<file path="config.mk">
export PLATFORM = sky130hd
export DESIGN_NAME = frame_deframer_crc16_resync_unit
export DESIGN_NICKNAME = d
export VERILOG_FILES = /design/src/fdc_pkg.sv /design/src/frame_deframer_crc16_resync_unit.sv /design/src/fdc_ram.sv /design/src/fdc_ctrl.sv /design/src/fdc_dpath.sv
export SDC_FILE = /design/constraint.sdc
export NUM_CORES = 1
export LEC_CHECK = 0
export ABC_AREA = 1
export BUFFER_PORTS_ARGS = -buffer_cell sky130_fd_sc_hd__buf_2
export CORE_ASPECT_RATIO = 1.1
export CORE_MARGIN = 2
export CORE_UTILIZATION = 28
export CTS_CLUSTER_SIZE = 16
export DETAILED_ROUTE_END_ITERATION = 10
export PLACE_DENSITY_LB_ADDON = 0.08
export SLEW_MARGIN = 25
export SYNTH_ARGS = -nofsm -noshare
export SYNTH_HDL_FRONTEND = slang
export SYNTH_SLANG_ARGS = --single-unit
export TNS_END_PERCENT = 100
</file>
<file path="constraint.sdc">
create_clock -name i_clk -period 9.7 [get_ports i_clk]
set_input_delay 0.485 -clock i_clk [delete_from_list [all_inputs] [get_ports i_clk]]
set_output_delay 0.485 -clock i_clk [all_outputs]
set_load 0.01 [all_outputs]
</file>
<file path="src/fdc_pkg.sv">
package fdc_pkg;

    localparam int BUFFER_BYTES_DEF = 64;
    localparam int MAX_PAYLOAD_DEF  = 52;
    localparam int HDR_BYTES        = 10;
    localparam int OVERHEAD_BYTES   = 12;

    localparam logic [15:0] CRC_INIT = 16'hFFFF;
    localparam logic [15:0] CRC_POLY = 16'h1021;
    localparam logic [7:0]  VER_ONE  = 8'h01;
    localparam logic [7:0]  VER_TWO  = 8'h02;
    localparam logic [7:0]  TYPE_MIN = 8'h01;
    localparam logic [7:0]  TYPE_MAX = 8'h03;

    localparam logic [1:0] CFG_SOF0  = 2'd0;
    localparam logic [1:0] CFG_SOF1  = 2'd1;
    localparam logic [1:0] CFG_LIMIT = 2'd2;

    typedef enum logic [3:0] {
        ST_IDLE,
        ST_SCAN_RD,
        ST_SCAN_CHK,
        ST_HDR_RD,
        ST_HDR_CHK,
        ST_CRC_RD,
        ST_CRC_BYTE,
        ST_CRC_CHK,
        ST_OUT_RD,
        ST_OUT_HOLD
    } t_state;

    // Commands from the controller to the datapath.
    typedef struct packed {
        logic push;        // append the accepted byte (drop oldest if full)
        logic cap_prev;    // latch read data as previous byte
        logic idx_clr;     // index := 0
        logic idx_inc;     // index := index + 1
        logic drop_idx;    // drop index bytes from the front (one fewer on a pair hit)
        logic drop_one;
        logic drop_two;
        logic drop_total;
        logic hdr_cap;     // latch header byte at index
        logic crc_init;
        logic crc_byte;    // fold read data into the crc, or latch a received crc byte
        logic err_inc;
        logic out_load;    // present payload byte
    } t_cmd;

    // Status from the datapath to the controller.
    typedef struct packed {
        logic idx_last;    // index + 1 >= count (scan end)
        logic pair_hit;    // prev and current byte form the start pair
        logic hdr_done;    // index reached last header byte
        logic few_hdr;     // count below header size
        logic sane;
        logic complete;    // whole frame buffered
        logic crc_done;    // index reached end of crc span
        logic crc_ok;
        logic out_last;
        logic none_out;    // delivery count is zero
    } t_sts;

    function automatic logic [15:0] crc_step(input logic [15:0] c, input logic [7:0] b);
        logic [15:0] x;
        x = c ^ {b, 8'h00};
        for (int k = 0; k < 8; k++) begin
            x = x[15] ? ((x << 1) ^ CRC_POLY) : (x << 1);
        end
        return x;
    endfunction

endpackage

</file>
<file path="src/frame_deframer_crc16_resync_unit.sv">
// Each accepted byte starts a pass: scan for the start pair, check the header, walk
// the CRC and, for a good frame, offer the payload beat by beat, each beat held
// until the consumer takes it. Stall stays high from the accepting edge until the pass
// is done, so no new byte is taken while a pass runs.
// Reset (i_rst_n low, synchronous) empties the buffer, clears the error count
// and restores the start bytes 0xAA/0x55 and a delivery limit of 52.
module frame_deframer_crc16_resync_unit #(
    parameter int BUFFER_BYTES = fdc_pkg::BUFFER_BYTES_DEF,
    parameter int MAX_PAYLOAD  = fdc_pkg::MAX_PAYLOAD_DEF
) (
    input  logic        i_clk,
    input  logic        i_rst_n,
    input  logic        i_in_valid,
    output logic        o_in_stall,
    input  logic [7:0]  i_rx_byte,
    output logic        o_out_valid,
    input  logic        i_out_stall,
    output logic [7:0]  o_payload_byte,
    output logic [1:0]  o_message_type,
    output logic [31:0] o_sequence_number,
    output logic [5:0]  o_frame_payload_length,
    output logic        o_last_byte,
    output logic [31:0] o_crc_error_total,
    input  logic        i_cfg_valid,
    output logic        o_cfg_ready,
    input  logic [1:0]  i_cfg_index,
    input  logic [7:0]  i_cfg_data
);
    import fdc_pkg::*;

    t_cmd       cmd;
    t_sts       sts;
    logic [7:0] r_sof0, r_sof1;
    logic [5:0] r_limit;

    // Configuration registers; writes are always taken, unknown indexes drop.
    assign o_cfg_ready = 1'b1;
    always_ff @(posedge i_clk) begin
        if (!i_rst_n) begin
            r_sof0  <= 8'hAA;
            r_sof1  <= 8'h55;
            r_limit <= 6'd52;
        end else if (i_cfg_valid) begin
            case (i_cfg_index)
                CFG_SOF0:  r_sof0  <= i_cfg_data;
                CFG_SOF1:  r_sof1  <= i_cfg_data;
                CFG_LIMIT: r_limit <= i_cfg_data[5:0];
                default: ;
            endcase
        end
    end

    fdc_ctrl u_ctrl (
        .i_clk      (i_clk),
        .i_rst_n    (i_rst_n),
        .i_in_valid (i_in_valid),
        .o_in_stall (o_in_stall),
        .i_out_stall(i_out_stall),
        .o_out_valid(o_out_valid),
        .i_sts      (sts),
        .o_cmd      (cmd)
    );

    fdc_dpath #(.BUFFER_BYTES(BUFFER_BYTES), .MAX_PAYLOAD(MAX_PAYLOAD)) u_dpath (
        .i_clk                 (i_clk),
        .i_rst_n               (i_rst_n),
        .i_cmd                 (cmd),
        .o_sts                 (sts),
        .i_rx_byte             (i_rx_byte),
        .i_sof0                (r_sof0),
        .i_sof1                (r_sof1),
        .i_limit               (r_limit),
        .o_payload_byte        (o_payload_byte),
        .o_message_type        (o_message_type),
        .o_sequence_number     (o_sequence_number),
        .o_frame_payload_length(o_frame_payload_length),
        .o_last_byte           (o_last_byte),
        .o_crc_error_total     (o_crc_error_total)
    );
endmodule

</file>
<file path="src/fdc_ram.sv">
module fdc_ram #(
    parameter int WIDTH = 8,
    parameter int DEPTH = 64
) (
    input  logic                     i_clk,
    input  logic                     i_we,
    input  logic [$clog2(DEPTH)-1:0] i_waddr,
    input  logic [WIDTH-1:0]         i_wdata,
    input  logic [$clog2(DEPTH)-1:0] i_raddr,
    output logic [WIDTH-1:0]         o_rdata
);
    logic [WIDTH-1:0] r_mem [DEPTH];
    logic [WIDTH-1:0] r_rdata;

    always_ff @(posedge i_clk) begin
        if (i_we) begin
            r_mem[i_waddr] <= i_wdata;
        end
        r_rdata <= r_mem[i_raddr];
    end

    assign o_rdata = r_rdata;
endmodule

</file>
<file path="src/fdc_ctrl.sv">
module fdc_ctrl (
    input  logic          i_clk,
    input  logic          i_rst_n,
    input  logic          i_in_valid,
    output logic          o_in_stall,
    input  logic          i_out_stall,
    output logic          o_out_valid,
    input  fdc_pkg::t_sts i_sts,
    output fdc_pkg::t_cmd o_cmd
);
    import fdc_pkg::*;

    t_state r_state, n_state;

    always_ff @(posedge i_clk) begin
        if (!i_rst_n) begin
            r_state <= ST_IDLE;
        end else begin
            r_state <= n_state;
        end
    end

    always_comb begin
        n_state = r_state;
        case (r_state)
            ST_IDLE:     if (i_in_valid) n_state = ST_SCAN_RD;
            ST_SCAN_RD:  n_state = ST_SCAN_CHK;
            ST_SCAN_CHK: begin
                if (i_sts.pair_hit || i_sts.idx_last) begin
                    n_state = ST_HDR_RD;
                end else begin
                    n_state = ST_SCAN_RD;
                end
            end
            ST_HDR_RD: n_state = i_sts.few_hdr ? ST_IDLE : ST_HDR_CHK;
            ST_HDR_CHK: begin
                if (i_sts.hdr_done) begin
                    if (!i_sts.sane) begin
                        n_state = ST_SCAN_RD;
                    end else if (!i_sts.complete) begin
                        n_state = ST_IDLE;
                    end else begin
                        n_state = ST_CRC_RD;
                    end
                end else begin
                    n_state = ST_HDR_RD;
                end
            end
            ST_CRC_RD:   n_state = ST_CRC_BYTE;
            ST_CRC_BYTE: n_state = i_sts.crc_done ? ST_CRC_CHK : ST_CRC_RD;
            ST_CRC_CHK: begin
                if (!i_sts.crc_ok) begin
                    n_state = ST_SCAN_RD;
                end else if (i_sts.none_out) begin
                    n_state = ST_IDLE;
                end else begin
                    n_state = ST_OUT_RD;
                end
            end
            ST_OUT_RD: n_state = ST_OUT_HOLD;
            ST_OUT_HOLD: begin
                if (!i_out_stall) begin
                    n_state = i_sts.out_last ? ST_IDLE : ST_OUT_RD;
                end
            end
            default: n_state = ST_IDLE;
        endcase
    end

    always_comb begin
        o_cmd       = '0;
        o_in_stall  = 1'b1;
        o_out_valid = 1'b0;
        case (r_state)
            ST_IDLE: begin
                o_in_stall   = 1'b0;
                o_cmd.push   = i_in_valid;
                o_cmd.idx_clr = i_in_valid;
            end
            ST_SCAN_CHK: begin
                // index points at the second byte of the candidate pair
                if (i_sts.pair_hit) begin
                    o_cmd.drop_idx = 1'b1;
                    o_cmd.idx_clr  = 1'b1;
                end else if (i_sts.idx_last) begin
                    o_cmd.drop_idx = 1'b1;
                    o_cmd.idx_clr  = 1'b1;
                end else begin
                    o_cmd.cap_prev = 1'b1;
                    o_cmd.idx_inc  = 1'b1;
                end
            end
            ST_HDR_CHK: begin
                o_cmd.hdr_cap = 1'b1;
                if (i_sts.hdr_done) begin
                    o_cmd.idx_clr = 1'b1;
                    if (!i_sts.sane) begin
                        o_cmd.drop_one = 1'b1;
                    end else if (i_sts.complete) begin
                        o_cmd.crc_init = 1'b1;
                    end
                end else begin
                    o_cmd.idx_inc = 1'b1;
                end
            end
            ST_CRC_BYTE: begin
                o_cmd.crc_byte = 1'b1;
                o_cmd.idx_inc  = 1'b1;
            end
            ST_CRC_CHK: begin
                o_cmd.idx_clr = 1'b1;
                if (!i_sts.crc_ok) begin
                    o_cmd.err_inc  = 1'b1;
                    o_cmd.drop_two = 1'b1;
                end else if (i_sts.none_out) begin
                    o_cmd.drop_total = 1'b1;
                end
            end
            ST_OUT_HOLD: begin
                o_out_valid    = 1'b1;
                o_cmd.out_load = 1'b1;
                if (!i_out_stall) begin
                    o_cmd.idx_inc = 1'b1;
                    if (i_sts.out_last) o_cmd.drop_total = 1'b1;
                end
            end
            default: ;
        endcase
    end
endmodule

</file>
<file path="src/fdc_dpath.sv">
module fdc_dpath #(
    parameter int BUFFER_BYTES = fdc_pkg::BUFFER_BYTES_DEF,
    parameter int MAX_PAYLOAD  = fdc_pkg::MAX_PAYLOAD_DEF
) (
    input  logic          i_clk,
    input  logic          i_rst_n,
    input  fdc_pkg::t_cmd i_cmd,
    output fdc_pkg::t_sts o_sts,
    input  logic [7:0]    i_rx_byte,
    input  logic [7:0]    i_sof0,
    input  logic [7:0]    i_sof1,
    input  logic [5:0]    i_limit,
    output logic [7:0]    o_payload_byte,
    output logic [1:0]    o_message_type,
    output logic [31:0]   o_sequence_number,
    output logic [5:0]    o_frame_payload_length,
    output logic          o_last_byte,
    output logic [31:0]   o_crc_error_total
);
    import fdc_pkg::*;

    localparam int AW = $clog2(BUFFER_BYTES);
    localparam int CW = $clog2(BUFFER_BYTES + 1);
    localparam int LW = $clog2(MAX_PAYLOAD + OVERHEAD_BYTES + 1);
    localparam int TW = (CW > LW) ? CW : LW;
    // Ring storage spans the full pointer range so head arithmetic wraps freely.
    localparam int RAM_DEPTH = 1 << AW;

    logic [AW-1:0] r_head;
    logic [CW-1:0] r_count, n_count;
    logic [TW-1:0] r_idx;
    logic [7:0]    r_prev;
    logic [7:0]    r_ver, r_type, r_lhi;
    logic [31:0]   r_seq;
    logic [15:0]   r_plen;
    logic [15:0]   r_crc;
    logic [15:0]   r_want;
    logic [31:0]   r_err;
    logic [7:0]    r_pay;
    logic          r_last;
    logic [7:0]    rdata;
    logic [AW-1:0] waddr;
    logic          we;
    logic [TW-1:0] total, nout;
    logic [TW-1:0] drop_n;
    logic          drop;
    logic [AW-1:0] rd_addr;
    logic          r_crc_phase, r_out_phase;

    assign total = TW'(r_plen) + TW'(OVERHEAD_BYTES);
    assign nout  = (TW'(r_plen) > TW'(i_limit)) ? TW'(i_limit) : TW'(r_plen);

    // Push with overflow: full buffer drops its oldest byte first.
    assign we    = i_cmd.push;
    assign waddr = (r_count == CW'(BUFFER_BYTES)) ? r_head
                 : AW'(r_head + AW'(r_count));

    always_comb begin
        rd_addr = AW'(r_head + AW'(r_idx));
        if (r_crc_phase) rd_addr = AW'(r_head + AW'(r_idx + TW'(2)));
        if (r_out_phase) rd_addr = AW'(r_head + AW'(r_idx + TW'(HDR_BYTES)));
    end

    always_ff @(posedge i_clk) begin
        if (!i_rst_n) begin
            r_crc_phase <= 1'b0;
            r_out_phase <= 1'b0;
        end else begin
            if (i_cmd.crc_init) r_crc_phase <= 1'b1;
            if (i_cmd.err_inc || i_cmd.drop_total || (i_cmd.idx_clr && r_crc_phase))
                r_crc_phase <= 1'b0;
            if (r_crc_phase && i_cmd.idx_clr && !i_cmd.err_inc && !i_cmd.drop_total)
                r_out_phase <= 1'b1;
            if (i_cmd.drop_total) r_out_phase <= 1'b0;
        end
    end

    fdc_ram #(.WIDTH(8), .DEPTH(RAM_DEPTH)) u_ram (
        .i_clk  (i_clk),
        .i_we   (we),
        .i_waddr(waddr),
        .i_wdata(i_rx_byte),
        .i_raddr(rd_addr),
        .o_rdata(rdata)
    );

    always_comb begin
        drop   = 1'b1;
        drop_n = '0;
        if (i_cmd.drop_idx) begin
            drop_n = (r_idx == '0) ? TW'(0) : r_idx - (o_sts.pair_hit ? TW'(1) : TW'(0));
        end else if (i_cmd.drop_one) begin
            drop_n = TW'(1);
        end else if (i_cmd.drop_two) begin
            drop_n = TW'(2);
        end else if (i_cmd.drop_total) begin
            drop_n = total;
        end else begin
            drop = 1'b0;
        end
    end

    always_comb begin
        n_count = r_count;
        if (i_cmd.push && r_count != CW'(BUFFER_BYTES)) n_count = r_count + CW'(1);
        if (drop) begin
            n_count = (TW'(r_count) <= drop_n) ? '0 : CW'(TW'(r_count) - drop_n);
        end
    end

    always_ff @(posedge i_clk) begin
        if (!i_rst_n) begin
            r_head  <= '0;
            r_count <= '0;
            r_err   <= '0;
            r_idx   <= '0;
        end else begin
            r_count <= n_count;
            if (i_cmd.push && r_count == CW'(BUFFER_BYTES)) r_head <= AW'(r_head + AW'(1));
            if (drop) begin
                r_head <= (TW'(r_count) <= drop_n) ? AW'(r_head + AW'(r_count))
                                                   : AW'(r_head + AW'(drop_n));
            end
            if (i_cmd.err_inc) r_err <= r_err + 32'd1;
            if (i_cmd.idx_clr) begin
                r_idx <= '0;
            end else if (i_cmd.idx_inc) begin
                r_idx <= r_idx + TW'(1);
            end
        end
    end

    // Header capture, scan history, crc and output payload.
    always_ff @(posedge i_clk) begin
        if (i_cmd.cap_prev) r_prev <= rdata;
        if (i_cmd.idx_clr) r_prev <= 8'h00;
        if (i_cmd.hdr_cap) begin
            case (r_idx)
                TW'(0): r_prev <= rdata;
                TW'(2): r_ver  <= rdata;
                TW'(3): r_type <= rdata;
                TW'(4): r_seq[31:24] <= rdata;
                TW'(5): r_seq[23:16] <= rdata;
                TW'(6): r_seq[15:8]  <= rdata;
                TW'(7): r_seq[7:0]   <= rdata;
                TW'(8): r_lhi <= rdata;
                TW'(9): r_plen <= {r_lhi, rdata};
                default: ;
            endcase
        end
        if (i_cmd.crc_init) r_crc <= CRC_INIT;
        if (i_cmd.crc_byte) begin
            if (r_idx + TW'(2) < total - TW'(2)) begin
                r_crc <= crc_step(r_crc, rdata);
            end else if (r_idx + TW'(2) == total - TW'(2)) begin
                r_want[15:8] <= rdata;
            end else begin
                r_want[7:0] <= rdata;
            end
        end
        if (i_cmd.out_load) begin
            r_pay  <= rdata;
            r_last <= (r_idx + TW'(1) == nout);
        end
    end

    logic first_ok;
    assign first_ok = (r_prev == i_sof0) && (rdata == i_sof1);

    always_comb begin
        o_sts          = '0;
        o_sts.idx_last = (TW'(r_idx) + TW'(1) >= TW'(r_count));
        o_sts.pair_hit = (r_idx != '0) && first_ok;
        o_sts.hdr_done = (r_idx == TW'(HDR_BYTES - 1));
        o_sts.few_hdr  = (r_count < CW'(HDR_BYTES));
        o_sts.sane     = ((r_ver == VER_ONE) || (r_ver == VER_TWO))
                      && (r_type >= TYPE_MIN) && (r_type <= TYPE_MAX)
                      && ({r_lhi, rdata} != 16'd0)
                      && ({r_lhi, rdata} <= 16'(MAX_PAYLOAD));
        o_sts.complete = (TW'(r_count) >= TW'({r_lhi, rdata}) + TW'(OVERHEAD_BYTES));
        // the crc walk ends on the low byte of the received crc
        o_sts.crc_done = (r_idx + TW'(2) == total - TW'(1));
        o_sts.crc_ok   = (r_crc == r_want);
        o_sts.out_last = (r_idx + TW'(1) == nout);
        o_sts.none_out = (nout == '0);
    end

    assign o_payload_byte         = r_out_phase ? rdata : r_pay;
    assign o_message_type         = r_type[1:0];
    assign o_sequence_number      = r_seq;
    assign o_frame_payload_length = r_plen[5:0];
    assign o_last_byte            = r_out_phase ? (r_idx + TW'(1) == nout) : r_last;
    assign o_crc_error_total      = r_err;
endmodule
</file>
==> flow_summary.ini, run 1 <==
[cts]
clk_latency_ns = 0.66
cts-resized-gates = 0
clockBufferDepth = 3
cts_hold_buf = 0
cts-root-buf = clkbuf_16
cts_tree = built
clkSinkCount = 712
htree_levels = 3
path_clk_slew_ns = 0.06
numCtsBuffers = 86
cts_setup_buffers = 0

[critical_path]
cpMaxStageDelayCell = dfxtp_1
arrival_ns = 5.82
critical_path.most_common_cell = nand2_1
cp_max_fo = 16
worstPathRequired_ns = 10.30
worst_setup_path_end_kind = flip-flop
path_class = flip-flop to flip-flop
worst_path_largest_cell_delay_ns = 0.56
cp-start-kind = flip-flop

[power]
ir_drop_mv = 0.137
combPwrFrac = 0.299
totalPowerFinal_mw = 9.75
powerDensity_nw_per_um2 = 257
clockPowerShare = 0.329
seq_power_share = 0.372
p_leak_nw = 14.9
p_int_mw = 6.19
swShare = 0.365
power_switching_mw = 3.55

[logic_synthesis]
synth_area_sq_um = 33000
synth-main-ff-cell = edfxtp_1
yosysWarnings = 0
synth_edf_count = 600
ys_seq_elements = 712
synth.net_count = 3461
seq_area_frac_synth = 0.614
synth.avg_cell_area_sq_um = 9.84
async_flop_share = 0
synthDistinctLibCells = 61
syn_inst = 3354

[timing]
worst_slew_pin_slew_ns = 1.05
drv_slew = 0
tns_ns = 0
fmaxAchievable_ghz = 0.192
fin_ws_ns = 4.48
setup_viol = 0
fin_crit_sh = 0.538
min_period_ns = 5.22
finalHoldViolations = 0
whs_ns = 0.0774
finClkSkew_ns = 0.0201
grt_setup_unrepaired = no
slew_headroom = 0.301

[place]
routabilityCongestion = 0.838
pre_cts_slack_ns = 4.55
place_area_sq_um = 35200
dp_hpwl_mm = 62.9
io_buffer_count = 105

[drt]
via_per_inst = 4.58
wl_mm = 102
drc = 0
drt-initial-drc-count = 1278
vias = 23200
wl_per_cell_microns = 20.2
dr.pass1.iters = 5
postRouteAntennaNets = 0

[layout]
drive_above_1_share = 0.0986
final_nets = 3554
diodes = 0
fin_area_sq_um = 38000
area_growth_pct = 15.1
fillers = 12300

[floorplanning]
die_area_sq_um = 121000
core_sq_um = 117000
die_h_microns = 364
rows = 132
initial_core_util = 0.281
die-width_microns = 331
ioPinCount = 107

[global_routing]
grt_overflow = 0
grt_max_degree = 161
grt_pass1_wl_mm = 153
first_global_vias = 23100
antenna_found_initial = 1
grt_usage = 0.168

[flow_run]
drv_cap = 0

[min_path]
hp-class = input pin to flip-flop

[run_status]
outcome = finished clean
[registers in the layout, summed over array words and instances (netlist names), 6 cells and up]
| signal | count |
|---|---|
| u_dpath.r_count | 7 |
| r_limit | 6 |
| r_sof1 | 8 |
| u_dpath.r_ver | 8 |
| u_dpath.r_pay | 8 |
| u_dpath.r_prev | 8 |
| u_dpath.o_crc_error_total | 32 |
| u_dpath.o_sequence_number | 32 |
| u_dpath.u_ram.o_rdata | 8 |
| u_dpath.r_crc | 16 |
| u_dpath.r_want | 16 |
| r_sof0 | 8 |
| u_dpath.r_type | 8 |
| u_dpath.u_ram.r_mem | 512 |
| u_dpath.r_plen | 7 |
| u_dpath.r_head | 6 |
| u_dpath.r_idx | 7 |
| u_dpath.r_lhi | 8 |
[per-stage QoR]
step,cells,utilization
after floorplan,3354,-
after CTS,5060,0.324
after global placement,4900,0.300
final,5060,0.324
after global routing,5060,0.324
after detailed placement,4900,0.300
[placed cells by master (no fill, tap or decap), drive strengths merged, types with 2 or more instances in the layout]
master	synthesis	layout
a31oi	56	56
nor3	32	32
buf	42	143
or2	9	9
fa	5	5
o21bai	3	3
o22ai	8	8
a21boi	2	2
o21ai	185	185
xnor2	29	29
ha	79	79
inv	207	211
a21oi	108	108
dfxtp	112	112
a21o	2	2
mux2	32	32
and2	4	4
clkinvlp	0	2
nand2	1216	1216
edfxtp	600	600
clkinv	2	37
o211a	3	3
nand4	28	28
clkbuf	96	115
nand3	101	101
a211oi	2	2
nor3b	3	3
bufinv	0	4
o31ai	3	3
nor4	14	14
xor2	79	79
o211ai	15	15
nor2	262	262
o21a	4	4
a41oi	2	2
[routing by layer]
metal	vias to the layer above	global-route usage	wire, microns
li1	11500	-	-
met1	11200	0.213	46500
met2	345	0.299	50500
met3	119	0.0224	3140
met4	0	0.0462	2110
met5	-	0	0
[final cells by class]
type	count	area, sq um	share of cell area
Sequential cell	712	20300	0.533
Multi-Input combinational cell	2295	11400	0.300
Clock buffer	115	2400	0.0633
Tap cell	1541	1930	0.0507
Timing Repair Buffer	143	836	0.0220
Inverter	209	793	0.0209
Clock inverter	45	369	0.00971
[synthesized netlist by cell type, drive strengths merged (5+ instances only)]
| master | instances | area (sq um) |
|---|---|---|
| a21oi | 108 | 544 |
| a31oi | 56 | 350 |
| buf | 42 | 256 |
| clkbuf | 96 | 360 |
| dfxtp | 112 | 2240 |
| edfxtp | 600 | 18000 |
| fa | 5 | 100 |
| ha | 79 | 988 |
| inv | 207 | 777 |
| mux2 | 32 | 360 |
| nand2 | 1216 | 4620 |
| nand3 | 101 | 510 |
| nand4 | 28 | 196 |
| nor2 | 262 | 1030 |
| nor3 | 32 | 176 |
| nor4 | 14 | 87.6 |
| o211ai | 15 | 113 |
| o21ai | 185 | 930 |
| o22ai | 8 | 50.1 |
| or2 | 9 | 56.3 |
| xnor2 | 29 | 254 |
| xor2 | 79 | 692 |
[logic make-up (layout without fill, tap and decap cells)]
| kind of cell | count (synthesis) | in the layout | synth area share |
|---|---|---|---|
| and+or+nand+nor | 1671 | 1671 | 0.204 |
| DFF | 712 | 712 | 0.614 |
| AOI/OAI and AO/OA | 399 | 399 | 0.0669 |
| buffers and inverters | 347 | 512 | 0.0424 |
| xor gates and xnor gates | 108 | 108 | 0.0287 |
| adders and majority gates | 84 | 84 | 0.0330 |
| muxes | 32 | 32 | 0.0109 |
| other | 1 | 1 | 0.000114 |
[worst max-delay path, delay by kind of cell (launching register included)]
family          cells  cell delay [ns]
simple gates       14             1.87
fa+ha+maj           3             0.70
flops               1             0.56
compound gates      8             1.31
buf+inv             3             0.45
xor+xnor            1             0.23
[path summary, 6_finish.rpt]
| check | start | to | slack (ns) | depth (start not counted) |
|---|---|---|---|---|
| worst min-delay path | i_cfg_data[6] | r_sof1[6] | 0.08 | 3 |
| worst max register to register | u_dpath.r_idx[2] | u_dpath.r_count[1] | 4.48 | 29 |
| worst max-delay path | u_dpath.r_idx[2] | u_dpath.r_count[1] | 4.48 | 29 |
| worst min register to register | r_sof1[7] | r_sof1[7] | 0.48 | 2 |
[power groups by stage]
| stage | sequential [mW] | clock, mW | combinational, mW |
|---|---|---|---|
| global placement | 3.69 | 0 | 3.02 |
| CTS | 3.63 | 3.30 | 3.02 |
| detailed placement | 3.69 | 0 | 3.01 |
| floorplan | 3.68 | 0 | 1.81 |
| finish | 3.63 | 3.20 | 2.92 |
| global route | 3.64 | 3.42 | 3.29 |
Power figures use the tool's default switching activity.
==> run 2, diff against run 1 <==
==> constraint.sdc (replaced) <==
create_clock -name i_clk -period 5 [get_ports i_clk]
set_input_delay 0.25 -clock i_clk [delete_from_list [all_inputs] [get_ports i_clk]]
set_output_delay 0.25 -clock i_clk [all_outputs]
set_load 0.01 [all_outputs]
==> run 2 against run 1 <==
Cell count increased by 1.9%. Clock power increased by 87%. Clock-buffer cell count decreased by 5. Sequential share of layout area decreased by 1.1 points. Clock skew increased by 0.013 ns. Sequential cell count unchanged. Maximum frequency increased by 16%. Non-clock buffer count increased by 103. Sequential power increased by 93%. Critical path type unchanged. Critical endpoint unchanged. Largest power group unchanged. Highest routed layer unchanged.
==> flow_summary.ini, run 2 (synthesized netlist as in run 1, its figures left out) <==
[run_status]
outcome = finished clean

[drt]
wl_met1_mm = 47.4
dr.pass1.iters = 5
drc = 0
wl_met2_mm = 49.8
vias = 23400
met3WireLength_mm = 3.27
postRouteAntennaNets = 0
highest_layer = met4
via_per_inst = 4.54
drt-initial-drc-count = 1333
wl_per_cell_microns = 19.8
wl_mm = 102

[layout]
fin_area_sq_um = 38800
diodes = 0
area_growth_pct = 17.5
fillers = 12200
final_common_cell = nand2_1
largest_register = u_dpath.u_ram.r_mem
final_cell_count_no_fill = 5157
mostFrequentLayoutCells = nand2_1 (1200), edfxtp_1 (600), nor2_1 (255)
largest_reg_flops = 512
drive_above_1_share = 0.122
final_nets = 3657

[min_path]
hold_start = i_rx_byte[6]
hp-class = input pin to flip-flop

[cts]
cts_tree = built
cts-root-buf = clkbuf_16
numCtsBuffers = 86
clkSinkCount = 712
clockBufferDepth = 3
clk_latency_ns = 0.66
path_clk_slew_ns = 0.06
htree_levels = 3

[timing]
finalHoldViolations = 0
drv_slew = 0
min_period_ns = 4.49
setup_viol = 0
finClkSkew_ns = 0.0330
fmaxAchievable_ghz = 0.223
worst_slew_pin_slew_ns = 0.994
fin_ws_ns = 0.509
tns_ns = 0
slew_headroom = 0.337
fin_crit_sh = 0.898

[critical_path]
path_buf_inv = 3
arrival_ns = 5.07
cpMaxStageDelayCell = dfxtp_2
startpoint = u_dpath.r_idx[1]
cp-start-kind = flip-flop
cp_max_fo = 16
worst_setup_path_end_kind = flip-flop
path_cells = ha_1, nand2_1, xor2_1, inv_1, ha_1, a21oi_1, nor2_1, a211oi_1, o211a_1, nand2_2, nand2_4, clkinv_1, o31ai_1, inv_1, ha_1, a21oi_1, o21bai_1, a21oi_1, o21bai_2, nand2_4, or2_2, o21ai_1, nor2_1, nor2_1
worstPathRequired_ns = 5.58
worst_path_largest_cell_delay_ns = 0.44
path_class = flip-flop to flip-flop
r2r-start = u_dpath.r_idx[1]
crit_family = compound AO/OA/AOI/OAI gates

[floorplanning]
ioPinCount = 107
die-width_microns = 331
die_area_sq_um = 121000
core_sq_um = 117000
initial_core_util = 0.281
die_h_microns = 364
rows = 132

[place]
routabilityCongestion = 0.865
dp_hpwl_mm = 64.6
io_buffer_count = 105
pre_cts_slack_ns = 0.0944
place_area_sq_um = 35900
placed_cells = 4986

[power]
totalPowerFinal_mw = 18.9
powerDensity_nw_per_um2 = 488
ir_drop_mv = 0.420
p_leak_nw = 15.3

[global_routing]
grt_usage = 0.168
grt_max_degree = 152
grt_pass1_wl_mm = 153
antenna_found_initial = 0
first_global_vias = 23200
grt_overflow = 0

[flow_run]
drv_cap = 0
==> run 2: changes by cell type in the layout (fill, tap and decap cells not counted), sizes merged <==
cell and delta:
buf +88, bufinv -1, clkbuf -5, clkinv -1, clkinvlp +4, dlygate4sd3 +15, inv -3
==> run 2: final timing paths <==
check,cells after the start,slack [ns],to
worst max register to register,24,0.51,u_dpath.r_count[1]
worst min-delay path,1,0.07,u_dpath.u_ram.r_mem[3][6]
worst max-delay path,24,0.51,u_dpath.r_count[1]
worst min register to register,2,0.48,r_sof0[1]
==> run 2: repair_timing <==
item | in CTS | in global routing
setup buffers | 0 | 2
endpoints found under the setup margin | 0 | 13
endpoints found under the hold margin | 30 | 0
hold buffers | 15 | 0
gates resized for setup | 0 | 9
==> run 2: final cells by class <==
| class | instances | area [sq um] | area share |
|---|---|---|---|
| Timing Repair Buffer | 246 | 1720 | 0.0444 |
| Multi-Input combinational cell | 2295 | 11400 | 0.294 |
| Inverter | 209 | 793 | 0.0205 |
| Sequential cell | 712 | 20300 | 0.523 |
| Clock buffer | 110 | 2310 | 0.0596 |
| Tap cell | 1541 | 1930 | 0.0497 |
| Clock inverter | 44 | 340 | 0.00878 |
==> run 2: where the power goes <==
part	internal [mW]	leakage, nW	switching [mW]
Sequential	6.82	6.31	0.163
Combinational	1.77	7.74	4.19
Clock	3.43	1.29	2.57
Total	12.0	15.3	6.92
==> run 2: stage by stage <==
step,utilization,hold WS [ns]
after global routing,0.330,0.0598
final,0.330,0.0656
after floorplan,-,0.349
after detailed placement,0.306,0.467
after global placement,0.306,0.461
after CTS,0.330,0.0215
==> run 2: metal layers <==
layer	vias to the layer above	global-route usage
li1	11700	-
met1	11200	0.223
met2	385	0.290
met3	112	0.0214
met4	0	0.0446
met5	-	0
